### config.mk
export PLATFORM = sky130hd
export DESIGN_NAME = free_memory_level_monitor_core
export DESIGN_NICKNAME = d
export VERILOG_FILES = /design/src/rtl/core/fmlm_pkg.sv /design/src/rtl/core/fmlm_track.sv /design/src/rtl/core/fmlm_div.sv /design/src/rtl/core/free_memory_level_monitor_core.sv
export SDC_FILE = /design/constraint.sdc
export NUM_CORES = 2
export LEC_CHECK = 0
export BUFFER_PORTS_ARGS = -buffer_cell sky130_fd_sc_hd__clkbuf_2
export CORE_ASPECT_RATIO = 0.9
export CORE_UTILIZATION = 50
export DETAILED_ROUTE_END_ITERATION = 6
export PLACE_DENSITY_LB_ADDON = 0.12
export SKIP_CTS_REPAIR_TIMING = 1
export SYNTH_ARGS = -nofsm -noshare
export SYNTH_HDL_FRONTEND = slang
export SYNTH_SLANG_ARGS = --single-unit
### constraint.sdc
create_clock -name clock -period 18.64 [get_ports clock]
set_clock_uncertainty 0.1 [all_clocks]
set_input_delay 0 -clock clock [delete_from_list [all_inputs] [get_ports clock]]
set_output_delay 0 -clock clock [all_outputs]
set_load 0.005 [all_outputs]
### src/rtl/core/fmlm_pkg.sv
`default_nettype none
// ---------------------------------------------------------------------------
// fmlm_pkg
// Shared types and constants for the free-memory level monitor.
// ---------------------------------------------------------------------------
package fmlm_pkg;

   // Word widths of the sample and of the signed differences.
   localparam int DATA_W = 32;
   localparam int DIFF_W = 33;

   // Default geometry: history depth and the sample index of the reference.
   localparam int WINDOW_DEPTH_DEF    = 5;
   localparam int REFERENCE_POINT_DEF = 7;

   // Configuration register indexes.
   localparam int CSR_IDX_W = 2;
   localparam logic [CSR_IDX_W-1:0] CSR_WARNING = 2'd0;
   localparam logic [CSR_IDX_W-1:0] CSR_DANGER  = 2'd1;

   // Threshold values after reset.
   localparam logic [DATA_W-1:0] WARNING_RESET = 32'd32768;
   localparam logic [DATA_W-1:0] DANGER_RESET  = 32'd65536;

   // Alarm level codes.
   localparam int LEVEL_W = 2;
   localparam logic [LEVEL_W-1:0] LEVEL_NORMAL  = 2'd0;
   localparam logic [LEVEL_W-1:0] LEVEL_WARNING = 2'd1;
   localparam logic [LEVEL_W-1:0] LEVEL_DANGER  = 2'd2;

   // Per-item results of the tracking stage that travel down the pipeline.
   typedef struct packed {
      logic [LEVEL_W-1:0] level;
      logic [DATA_W-1:0]  usage;
      logic [DIFF_W-1:0]  change;
      logic [DATA_W-1:0]  lowest;
      logic [DATA_W-1:0]  highest;
      logic               full;
      logic               capture;
   } trk_type;

endpackage
`default_nettype wire

### src/rtl/core/fmlm_track.sv
`default_nettype none
// ---------------------------------------------------------------------------
// fmlm_track
// Sample tracker: peak and floor, sample history with a running sum, sample
// count, usage grading and sample-to-sample change. One item per cycle while advance is high.
// ---------------------------------------------------------------------------
module fmlm_track
   import fmlm_pkg::*;
#(
   parameter int WINDOW_DEPTH    = WINDOW_DEPTH_DEF,
   parameter int REFERENCE_POINT = REFERENCE_POINT_DEF,
   parameter int SUM_W           = DATA_W + $clog2(WINDOW_DEPTH + 1)
) (
   input  wire logic              clock,
   input  wire logic              reset,
   input  wire logic              advance,
   input  wire logic [DATA_W-1:0] sample,
   input  wire logic [DATA_W-1:0] warning_threshold,
   input  wire logic [DATA_W-1:0] danger_threshold,
   output trk_type                trk_ff,
   output logic [SUM_W-1:0]       sum_ff
);

   localparam int COUNT_CAP = ((WINDOW_DEPTH > REFERENCE_POINT) ? WINDOW_DEPTH
                                                                : REFERENCE_POINT) + 1;
   localparam int CNT_W = $clog2(COUNT_CAP + 1);

   logic [DATA_W-1:0] window_ff [WINDOW_DEPTH];
   logic [SUM_W-1:0]  window_sum_ff;
   logic [SUM_W-1:0]  window_sum_in;
   logic [SUM_W-1:0]  sum_in;
   logic [DATA_W-1:0] peak_ff;
   logic [DATA_W-1:0] peak_in;
   logic [DATA_W-1:0] floor_ff;
   logic [DATA_W-1:0] floor_in;
   logic [CNT_W-1:0]  count_ff;
   logic [CNT_W-1:0]  count_in;
   logic [DATA_W-1:0] usage;
   logic              full;
   trk_type           trk_in;

   // Extremes after this sample; a stored floor of zero counts as empty.
   always_comb begin
      peak_in  = (sample > peak_ff) ? sample : peak_ff;
      floor_in = ((sample < floor_ff) || (floor_ff == '0)) ? sample : floor_ff;
   end

   // Sum of this sample and the stored history; the oldest entry drops out.
   always_comb begin
      sum_in        = window_sum_ff + SUM_W'(sample);
      window_sum_in = sum_in - SUM_W'(window_ff[WINDOW_DEPTH-1]);
   end

   // Sample count saturates once both the window and the reference are past.
   always_comb begin
      count_in = (count_ff < CNT_W'(COUNT_CAP)) ? count_ff + 1'b1 : count_ff;
      full     = (count_ff > CNT_W'(WINDOW_DEPTH));
   end

   // Usage grading: the danger test wins over the warning test.
   always_comb begin
      usage          = peak_in - sample;
      trk_in.usage   = usage;
      if (usage > danger_threshold) begin
         trk_in.level = LEVEL_DANGER;
      end else if (usage > warning_threshold) begin
         trk_in.level = LEVEL_WARNING;
      end else begin
         trk_in.level = LEVEL_NORMAL;
      end
      trk_in.change  = full ? ({1'b0, sample} - {1'b0, window_ff[0]}) : '0;
      trk_in.lowest  = floor_in;
      trk_in.highest = peak_in;
      trk_in.full    = full;
      trk_in.capture = (count_ff == CNT_W'(REFERENCE_POINT));
   end

   // State and the stage register both move on each processed item.
   always_ff @(posedge clock) begin
      if (reset) begin
         for (int i = 0; i < WINDOW_DEPTH; i++) begin
            window_ff[i] <= '0;
         end
         window_sum_ff <= '0;
         peak_ff       <= '0;
         floor_ff      <= '0;
         count_ff      <= '0;
      end else if (advance) begin
         for (int i = WINDOW_DEPTH - 1; i > 0; i--) begin
            window_ff[i] <= window_ff[i-1];
         end
         window_ff[0]  <= sample;
         window_sum_ff <= window_sum_in;
         peak_ff       <= peak_in;
         floor_ff      <= floor_in;
         count_ff      <= count_in;
      end
   end

   // Stage register toward the averaging pipeline.
   always_ff @(posedge clock) begin
      if (advance) begin
         trk_ff <= trk_in;
         sum_ff <= sum_in;
      end
   end

endmodule
`default_nettype wire

### src/rtl/core/fmlm_div.sv
`default_nettype none
// ---------------------------------------------------------------------------
// fmlm_div
// Division of the window sum by a constant, as a multiplication by a rounded
// up reciprocal. The product is formed as two registered partial products.
// ---------------------------------------------------------------------------
module fmlm_div
   import fmlm_pkg::*;
#(
   parameter int DIVISOR = WINDOW_DEPTH_DEF + 1,
   parameter int SUM_W   = DATA_W + $clog2(WINDOW_DEPTH_DEF + 1)
) (
   input  wire logic              clock,
   input  wire logic              load,
   input  wire logic [SUM_W-1:0]  sum,
   output logic      [DATA_W-1:0] quotient
);

   // Exact for every sum below 2**SUM_W with a shift of SUM_W plus ceil(log2 D).
   localparam int SHIFT = SUM_W + $clog2(DIVISOR);
   localparam int MW    = SUM_W + 1;
   localparam int LO_W  = SUM_W / 2;
   localparam int HI_W  = SUM_W - LO_W;
   localparam int PW    = SUM_W + MW;
   localparam logic [MW-1:0] RECIP =
      MW'(((64'd1 << SHIFT) + 64'(DIVISOR) - 64'd1) / 64'(DIVISOR));

   logic [LO_W+MW-1:0] lo_ff;
   logic [HI_W+MW-1:0] hi_ff;
   logic [PW-1:0]      product;

   // Partial products of the low and high halves of the sum.
   always_ff @(posedge clock) begin
      if (load) begin
         lo_ff <= (LO_W+MW)'(sum[LO_W-1:0]) * (LO_W+MW)'(RECIP);
         hi_ff <= (HI_W+MW)'(sum[SUM_W-1:LO_W]) * (HI_W+MW)'(RECIP);
      end
   end

   // Recombine and take the integer part.
   always_comb begin
      product  = (PW'(hi_ff) << LO_W) + PW'(lo_ff);
      quotient = product[SHIFT +: DATA_W];
   end

endmodule
`default_nettype wire

### src/rtl/core/free_memory_level_monitor_core.sv
`default_nettype none
// ---------------------------------------------------------------------------
// free_memory_level_monitor_core
// Free-memory level monitor: peak, floor, moving average, drift and alarm.
// ---------------------------------------------------------------------------
// Takes one free-memory sample per cycle and returns one result per sample
// while the output is not stalled. A sample passes through an input register,
// the tracking stage (extremes, history, running sum, usage grading), the
// first half of the divide-by-constant multiply, and the result register that
// also freezes the reference average. Sustained throughput is one item per
// clock while the output is not stalled, set by the state update in the
// tracking stage. Thresholds are written through the csr_ port, which is
// always ready; write them only while no item is in flight.
// ---------------------------------------------------------------------------
module free_memory_level_monitor_core
   import fmlm_pkg::*;
#(
   parameter int WINDOW_DEPTH    = WINDOW_DEPTH_DEF,
   parameter int REFERENCE_POINT = REFERENCE_POINT_DEF
) (
   input  wire logic                 clock,
   input  wire logic                 reset,
   // Sample input.
   input  wire logic                 req_valid,
   output logic                      req_ready,
   input  wire logic [DATA_W-1:0]    req_free_bytes,
   // Results.
   output logic                      rsp_valid,
   input  wire logic                 rsp_ready,
   output logic [LEVEL_W-1:0]        rsp_alarm_level,
   output logic [DATA_W-1:0]         rsp_usage_bytes,
   output logic [DATA_W-1:0]         rsp_window_average,
   output logic signed [DIFF_W-1:0]  rsp_drift_from_reference,
   output logic signed [DIFF_W-1:0]  rsp_last_change,
   output logic [DATA_W-1:0]         rsp_lowest_seen,
   output logic [DATA_W-1:0]         rsp_highest_seen,
   // Configuration writes.
   input  wire logic                 csr_valid,
   output logic                      csr_ready,
   input  wire logic [CSR_IDX_W-1:0] csr_index,
   input  wire logic [DATA_W-1:0]    csr_wdata
);

   localparam int SUM_W = DATA_W + $clog2(WINDOW_DEPTH + 1);

   logic              in_valid_ff;
   logic [DATA_W-1:0] in_sample_ff;
   logic              trk_valid_ff;
   logic              mul_valid_ff;
   logic              trk_ready;
   logic              mul_ready;
   logic              out_ready;
   logic              adv_trk;
   logic              adv_mul;
   logic              adv_out;
   logic [DATA_W-1:0] warning_ff;
   logic [DATA_W-1:0] danger_ff;
   logic [DATA_W-1:0] reference_ff;
   trk_type           trk1;
   trk_type           trk2_ff;
   logic [SUM_W-1:0]  sum1;
   logic [DATA_W-1:0] quotient;
   logic [DATA_W-1:0] avg_in;
   logic [DATA_W-1:0] ref_in;

   // Stage readiness: a stage takes an item when it is empty or drains.
   always_comb begin
      out_ready = !rsp_valid || rsp_ready;
      mul_ready = !mul_valid_ff || out_ready;
      trk_ready = !trk_valid_ff || mul_ready;
      req_ready = !in_valid_ff || trk_ready;
      adv_trk   = in_valid_ff && trk_ready;
      adv_mul   = trk_valid_ff && mul_ready;
      adv_out   = mul_valid_ff && out_ready;
      csr_ready = 1'b1;
   end

   // Occupancy of each stage.
   always_ff @(posedge clock) begin
      if (reset) begin
         in_valid_ff  <= 1'b0;
         trk_valid_ff <= 1'b0;
         mul_valid_ff <= 1'b0;
         rsp_valid    <= 1'b0;
      end else begin
         if (req_ready) begin
            in_valid_ff <= req_valid;
         end
         if (trk_ready) begin
            trk_valid_ff <= in_valid_ff;
         end
         if (mul_ready) begin
            mul_valid_ff <= trk_valid_ff;
         end
         if (out_ready) begin
            rsp_valid <= mul_valid_ff;
         end
      end
   end

   // Input register.
   always_ff @(posedge clock) begin
      if (req_valid && req_ready) begin
         in_sample_ff <= req_free_bytes;
      end
   end

   // Threshold registers.
   always_ff @(posedge clock) begin
      if (reset) begin
         warning_ff <= WARNING_RESET;
         danger_ff  <= DANGER_RESET;
      end else if (csr_valid && csr_ready) begin
         case (csr_index)
            CSR_WARNING: warning_ff <= csr_wdata;
            CSR_DANGER:  danger_ff  <= csr_wdata;
            default: ;
         endcase
      end
   end

   fmlm_track #(
      .WINDOW_DEPTH    (WINDOW_DEPTH),
      .REFERENCE_POINT (REFERENCE_POINT),
      .SUM_W           (SUM_W)
   ) u_track (
      .clock             (clock),
      .reset             (reset),
      .advance           (adv_trk),
      .sample            (in_sample_ff),
      .warning_threshold (warning_ff),
      .danger_threshold  (danger_ff),
      .trk_ff            (trk1),
      .sum_ff            (sum1)
   );

   fmlm_div #(
      .DIVISOR (WINDOW_DEPTH + 1),
      .SUM_W   (SUM_W)
   ) u_div (
      .clock    (clock),
      .load     (adv_mul),
      .sum      (sum1),
      .quotient (quotient)
   );

   // Tracking results ride alongside the partial products.
   always_ff @(posedge clock) begin
      if (adv_mul) begin
         trk2_ff <= trk1;
      end
   end

   // Average is zero until the window is full; the reference freezes once.
   always_comb begin
      avg_in = trk2_ff.full ? quotient : '0;
      ref_in = trk2_ff.capture ? avg_in : reference_ff;
   end

   always_ff @(posedge clock) begin
      if (reset) begin
         reference_ff <= '0;
      end else if (adv_out) begin
         reference_ff <= ref_in;
      end
   end

   // Result register.
   always_ff @(posedge clock) begin
      if (adv_out) begin
         rsp_alarm_level          <= trk2_ff.level;
         rsp_usage_bytes          <= trk2_ff.usage;
         rsp_window_average       <= avg_in;
         rsp_drift_from_reference <= {1'b0, avg_in} - {1'b0, ref_in};
         rsp_last_change          <= trk2_ff.change;
         rsp_lowest_seen          <= trk2_ff.lowest;
         rsp_highest_seen         <= trk2_ff.highest;
      end
   end

   // The tracked floor never rises above the tracked peak.
   assert property (@(posedge clock) disable iff (reset)
      rsp_valid |-> (rsp_lowest_seen <= rsp_highest_seen))
      else $error("lowest_seen above highest_seen");

   // Usage above the danger threshold must grade as danger.
   assert property (@(posedge clock) disable iff (reset)
      (rsp_valid && (rsp_usage_bytes > danger_ff)) |-> (rsp_alarm_level == LEVEL_DANGER))
      else $error("danger usage not graded as danger");

   // Usage is the distance from the peak, so it can never exceed the peak.
   assert property (@(posedge clock) disable iff (reset)
      rsp_valid |-> (rsp_usage_bytes <= rsp_highest_seen))
      else $error("usage exceeds highest_seen");

endmodule
`default_nettype wire
==> results.py <==
metrics = {
    "yosys": {
        "syn_area_um2": 56700,
        "synth_top_area_share_pct": 41.2,
        "synth_flop_cell": "edfxtp_1",
        "synth_async_sr_flop_share_pct": 0,
        "synth_nets": 5842,
        "ys_seq_area_share_pct": 48.4,
        "synth_edf_count": 778,
        "netlist_instances": 4992,
        "ys_top_cells_by_count": "778 x edfxtp_1, 576 x ha_1, 561 x inv_1",
        "yosys.area.top_type": "edfxtp_1",
        "synthTopCellsByArea": "edfxtp_1 41%, ha_1 13%, dfxtp_1 7.2%",
        "ys_ff_latch": 981,
        "synth.distinct_cells": 88,
        "synth_most_common_cell": "edfxtp_1",
        "avgSynthCellArea_um2": 11.4,
        "yosysWarnings": 0,
    },
    "sta": {
        "fin_tns_setup_ns": 0,
        "slew_viol_final": 0,
        "timing.fmax_ghz": 0.113,
        "hold_ws_ns": -0.0218,
        "relSlewSlack_pct": 17.4,
        "setup_violations": 0,
        "hold_viol": 6,
        "fin_crit_sh_pct": 47.3,
        "tightestPinTransition_ns": 1.24,
        "fin_crit_ns": 8.82,
        "rsz0062_at_grt": "false",
        "setup_ws_ns": 9.82,
    },
    "placed_design": {
        "port_buffers": 268,
        "place.gp.congestion": 0.914,
        "dp_worst_setup_slack_ns": 9.98,
        "place_area_um2": 59800,
        "hpwl_mm": 105,
    },
    "worst_setup_path": {
        "r2r_cells": 34,
        "cp_data_arrival_time_ns": 9.21,
        "rr_startpoint": "in_sample_ff[30]$_DFFE_PP_",
        "cp_slowest_stage_delay_ns": 0.63,
        "required_ns": 19.03,
        "cpMaxStageDelayCell": "a221oi_1",
        "r2r_end": "u_track.trk_ff[131]$_SDFFCE_PN0P_",
        "rrSetupSlack_ns": 9.82,
        "critPathMostFrequentCell": "o21ai_0",
        "cp-start-kind": "register",
        "end_kind": "register",
        "cp_max_fo": 68,
        "setup.worst_path.class": "register to register",
    },
    "clocking": {
        "numCtsBuffers": 103,
        "numClockSinks": 981,
        "htree_levels": 3,
        "cts_tree": "done",
        "clkLatencyLatePin_ns": 0.74,
        "clk_pin_slew_ns": 0.06,
        "cts-root-buf": "clkbuf_16",
        "max-clock-path-buffers": 3,
    },
    "cells_and_area": {
        "area_growth_syn_to_layout_pct": 14.0,
        "final_area_um2": 64600,
        "fin_nets": 6256,
        "antenna_cells": 0,
        "final_util_pct": 57.8,
        "drive_gt1_share_pct": 10.2,
    },
    "job": {
        "maxCapViolCount": 0,
    },
    "detailed_routing": {
        "ant_nets": 0,
        "drc_errors": 0,
        "routedWlPerCell_um": 20.4,
        "drt_wl_total_mm": 142,
        "vias_per_cell": 5.50,
        "vias": 38400,
        "drt_iter0_markers": 2747,
        "first_pass_iters": 6,
    },
    "min_path": {
        "hp-start": "csr_wdata[5]",
        "hold_depth": 4,
        "worstHoldEndpoint": "warning_ff[5]$_SDFFE_PP0P_",
        "hp-class": "input pin to register",
    },
    "floorplan": {
        "fp.dieArea_um2": 115000,
        "rows": 116,
        "die_h_um": 321,
        "start_util_pct": 50.7,
        "die_w_um": 357,
        "core_area_um2": 112000,
        "pin_count": 270,
    },
    "outcome": {
        "violations": "negative hold slack",
        "status": "finished with violations",
    },
    "global_route": {
        "antenna_found_initial": 2,
        "grt_util_all_layers_pct": 24.5,
        "grt_pass1_vias": 37000,
        "grt_overflow_total": 0,
        "grt_max_degree": 154,
        "grt_first_pass_wirelength_mm": 215,
    },
}
-- critical path, delay by kind of cell, from the launching register on --
kind                       cells  cell delay, ns
xor gates and xnor gates       1            0.22
buffers and inverters          2            0.41
adders and majority gates      3            1.00
AOI/OAI and AO/OA             18            4.40
and+or+nand+nor               10            1.85
DFF                            1            0.58
-- flip-flops by register name (all words and copies together), names as in the netlist, 33 cells and up --
signal and count:
u_track.window_ff 160, trk2_ff 133, u_div.hi_ff 53, u_div.lo_ff 36
u_track.window_sum_ff 35, u_track.sum_ff 35, u_track.trk_ff 133, rsp_last_change 33
rsp_drift_from_reference 33
-- cells by family (layout without fill, tap and decap cells) --
group           Yosys count  count (layout)  synth area share [%]
compound gates         1115            1115                  12.9
flops                   981             981                  48.4
fa+ha+maj               779             779                  19.9
buf+inv                 701            1202                  4.67
simple gates           1137            1137                  9.73
mux                      51              51                 0.971
xor+xnor                227             227                  3.51
other cells               1               1               0.00661
-- per-layer routing --
metal | up-vias | global-route usage, % | wire [µm]
met5 | - | 0 | 0
met4 | 0 | 7.24 | 4180
met3 | 214 | 4.11 | 7370
met2 | 915 | 39.7 | 66300
met1 | 18600 | 33.8 | 64100
li1 | 18600 | - | -
-- worst max-delay path by stage --
stage / from / to / slack (ns)
2_1_floorplan: rsp_valid$_SDFFE_PP0P_ / trk2_ff[0]$_DFFE_PP_ / 0.92
3_3_place_gp: in_sample_ff[30]$_DFFE_PP_ / u_track.trk_ff[131]$_SDFFCE_PN0P_ / 10.16
3_5_place_dp: in_sample_ff[25]$_DFFE_PP_ / u_track.trk_ff[131]$_SDFFCE_PN0P_ / 9.98
4_1_cts: in_sample_ff[25]$_DFFE_PP_ / u_track.trk_ff[131]$_SDFFCE_PN0P_ / 9.95
5_1_grt: in_sample_ff[25]$_DFFE_PP_ / u_track.trk_ff[131]$_SDFFCE_PN0P_ / 9.15
6_report: in_sample_ff[30]$_DFFE_PP_ / u_track.trk_ff[131]$_SDFFCE_PN0P_ / 9.82
-- layout make-up --
type | instances | area (µm²)
Timing Repair Buffer | 446 | 3070
Multi-Input combinational cell | 3310 | 26700
Tap cell | 1475 | 1850
Clock inverter | 66 | 689
Fill cell | 9446 | 47100
Clock buffer | 126 | 2760
Inverter | 564 | 2130
Sequential cell | 981 | 27400
-- cell usage in the layout, fill, tap and decap left out, types with 41 or more instances in the layout --
cell and instances:
xor2_1 64, a22o_1 47, clkbuf_2 267, dlygate4sd3_1 139, dfxtp_1 203, nand3_1 77
o211ai_1 46, nand2b_1 78, nor2b_1 41, a21oi_1 357, o21a_1 53, nor3_1 105
nor2_1 200, edfxtp_1 778, nand2_1 377, and2_1 113, clkbuf_16 105, inv_1 560
o21ai_0 171, fa_1 203, ha_1 575, a21o_1 165, xnor2_1 163
-- per-stage QoR --
| stage | cells | hold slack [ns] |
|---|---|---|
| finish | 6968 | -0.0218 |
| global route | 6968 | -0.00500 |
| CTS | 6829 | -0.689 |
| detailed placement | 6637 | 0.0930 |
| global placement | 6637 | 0.0975 |
| floorplan | 4992 | -0.00113 |
Power is left out: the tool's default activity adds up to more than one toggle a clock period on the data nets, which glitch-free logic cannot reach.
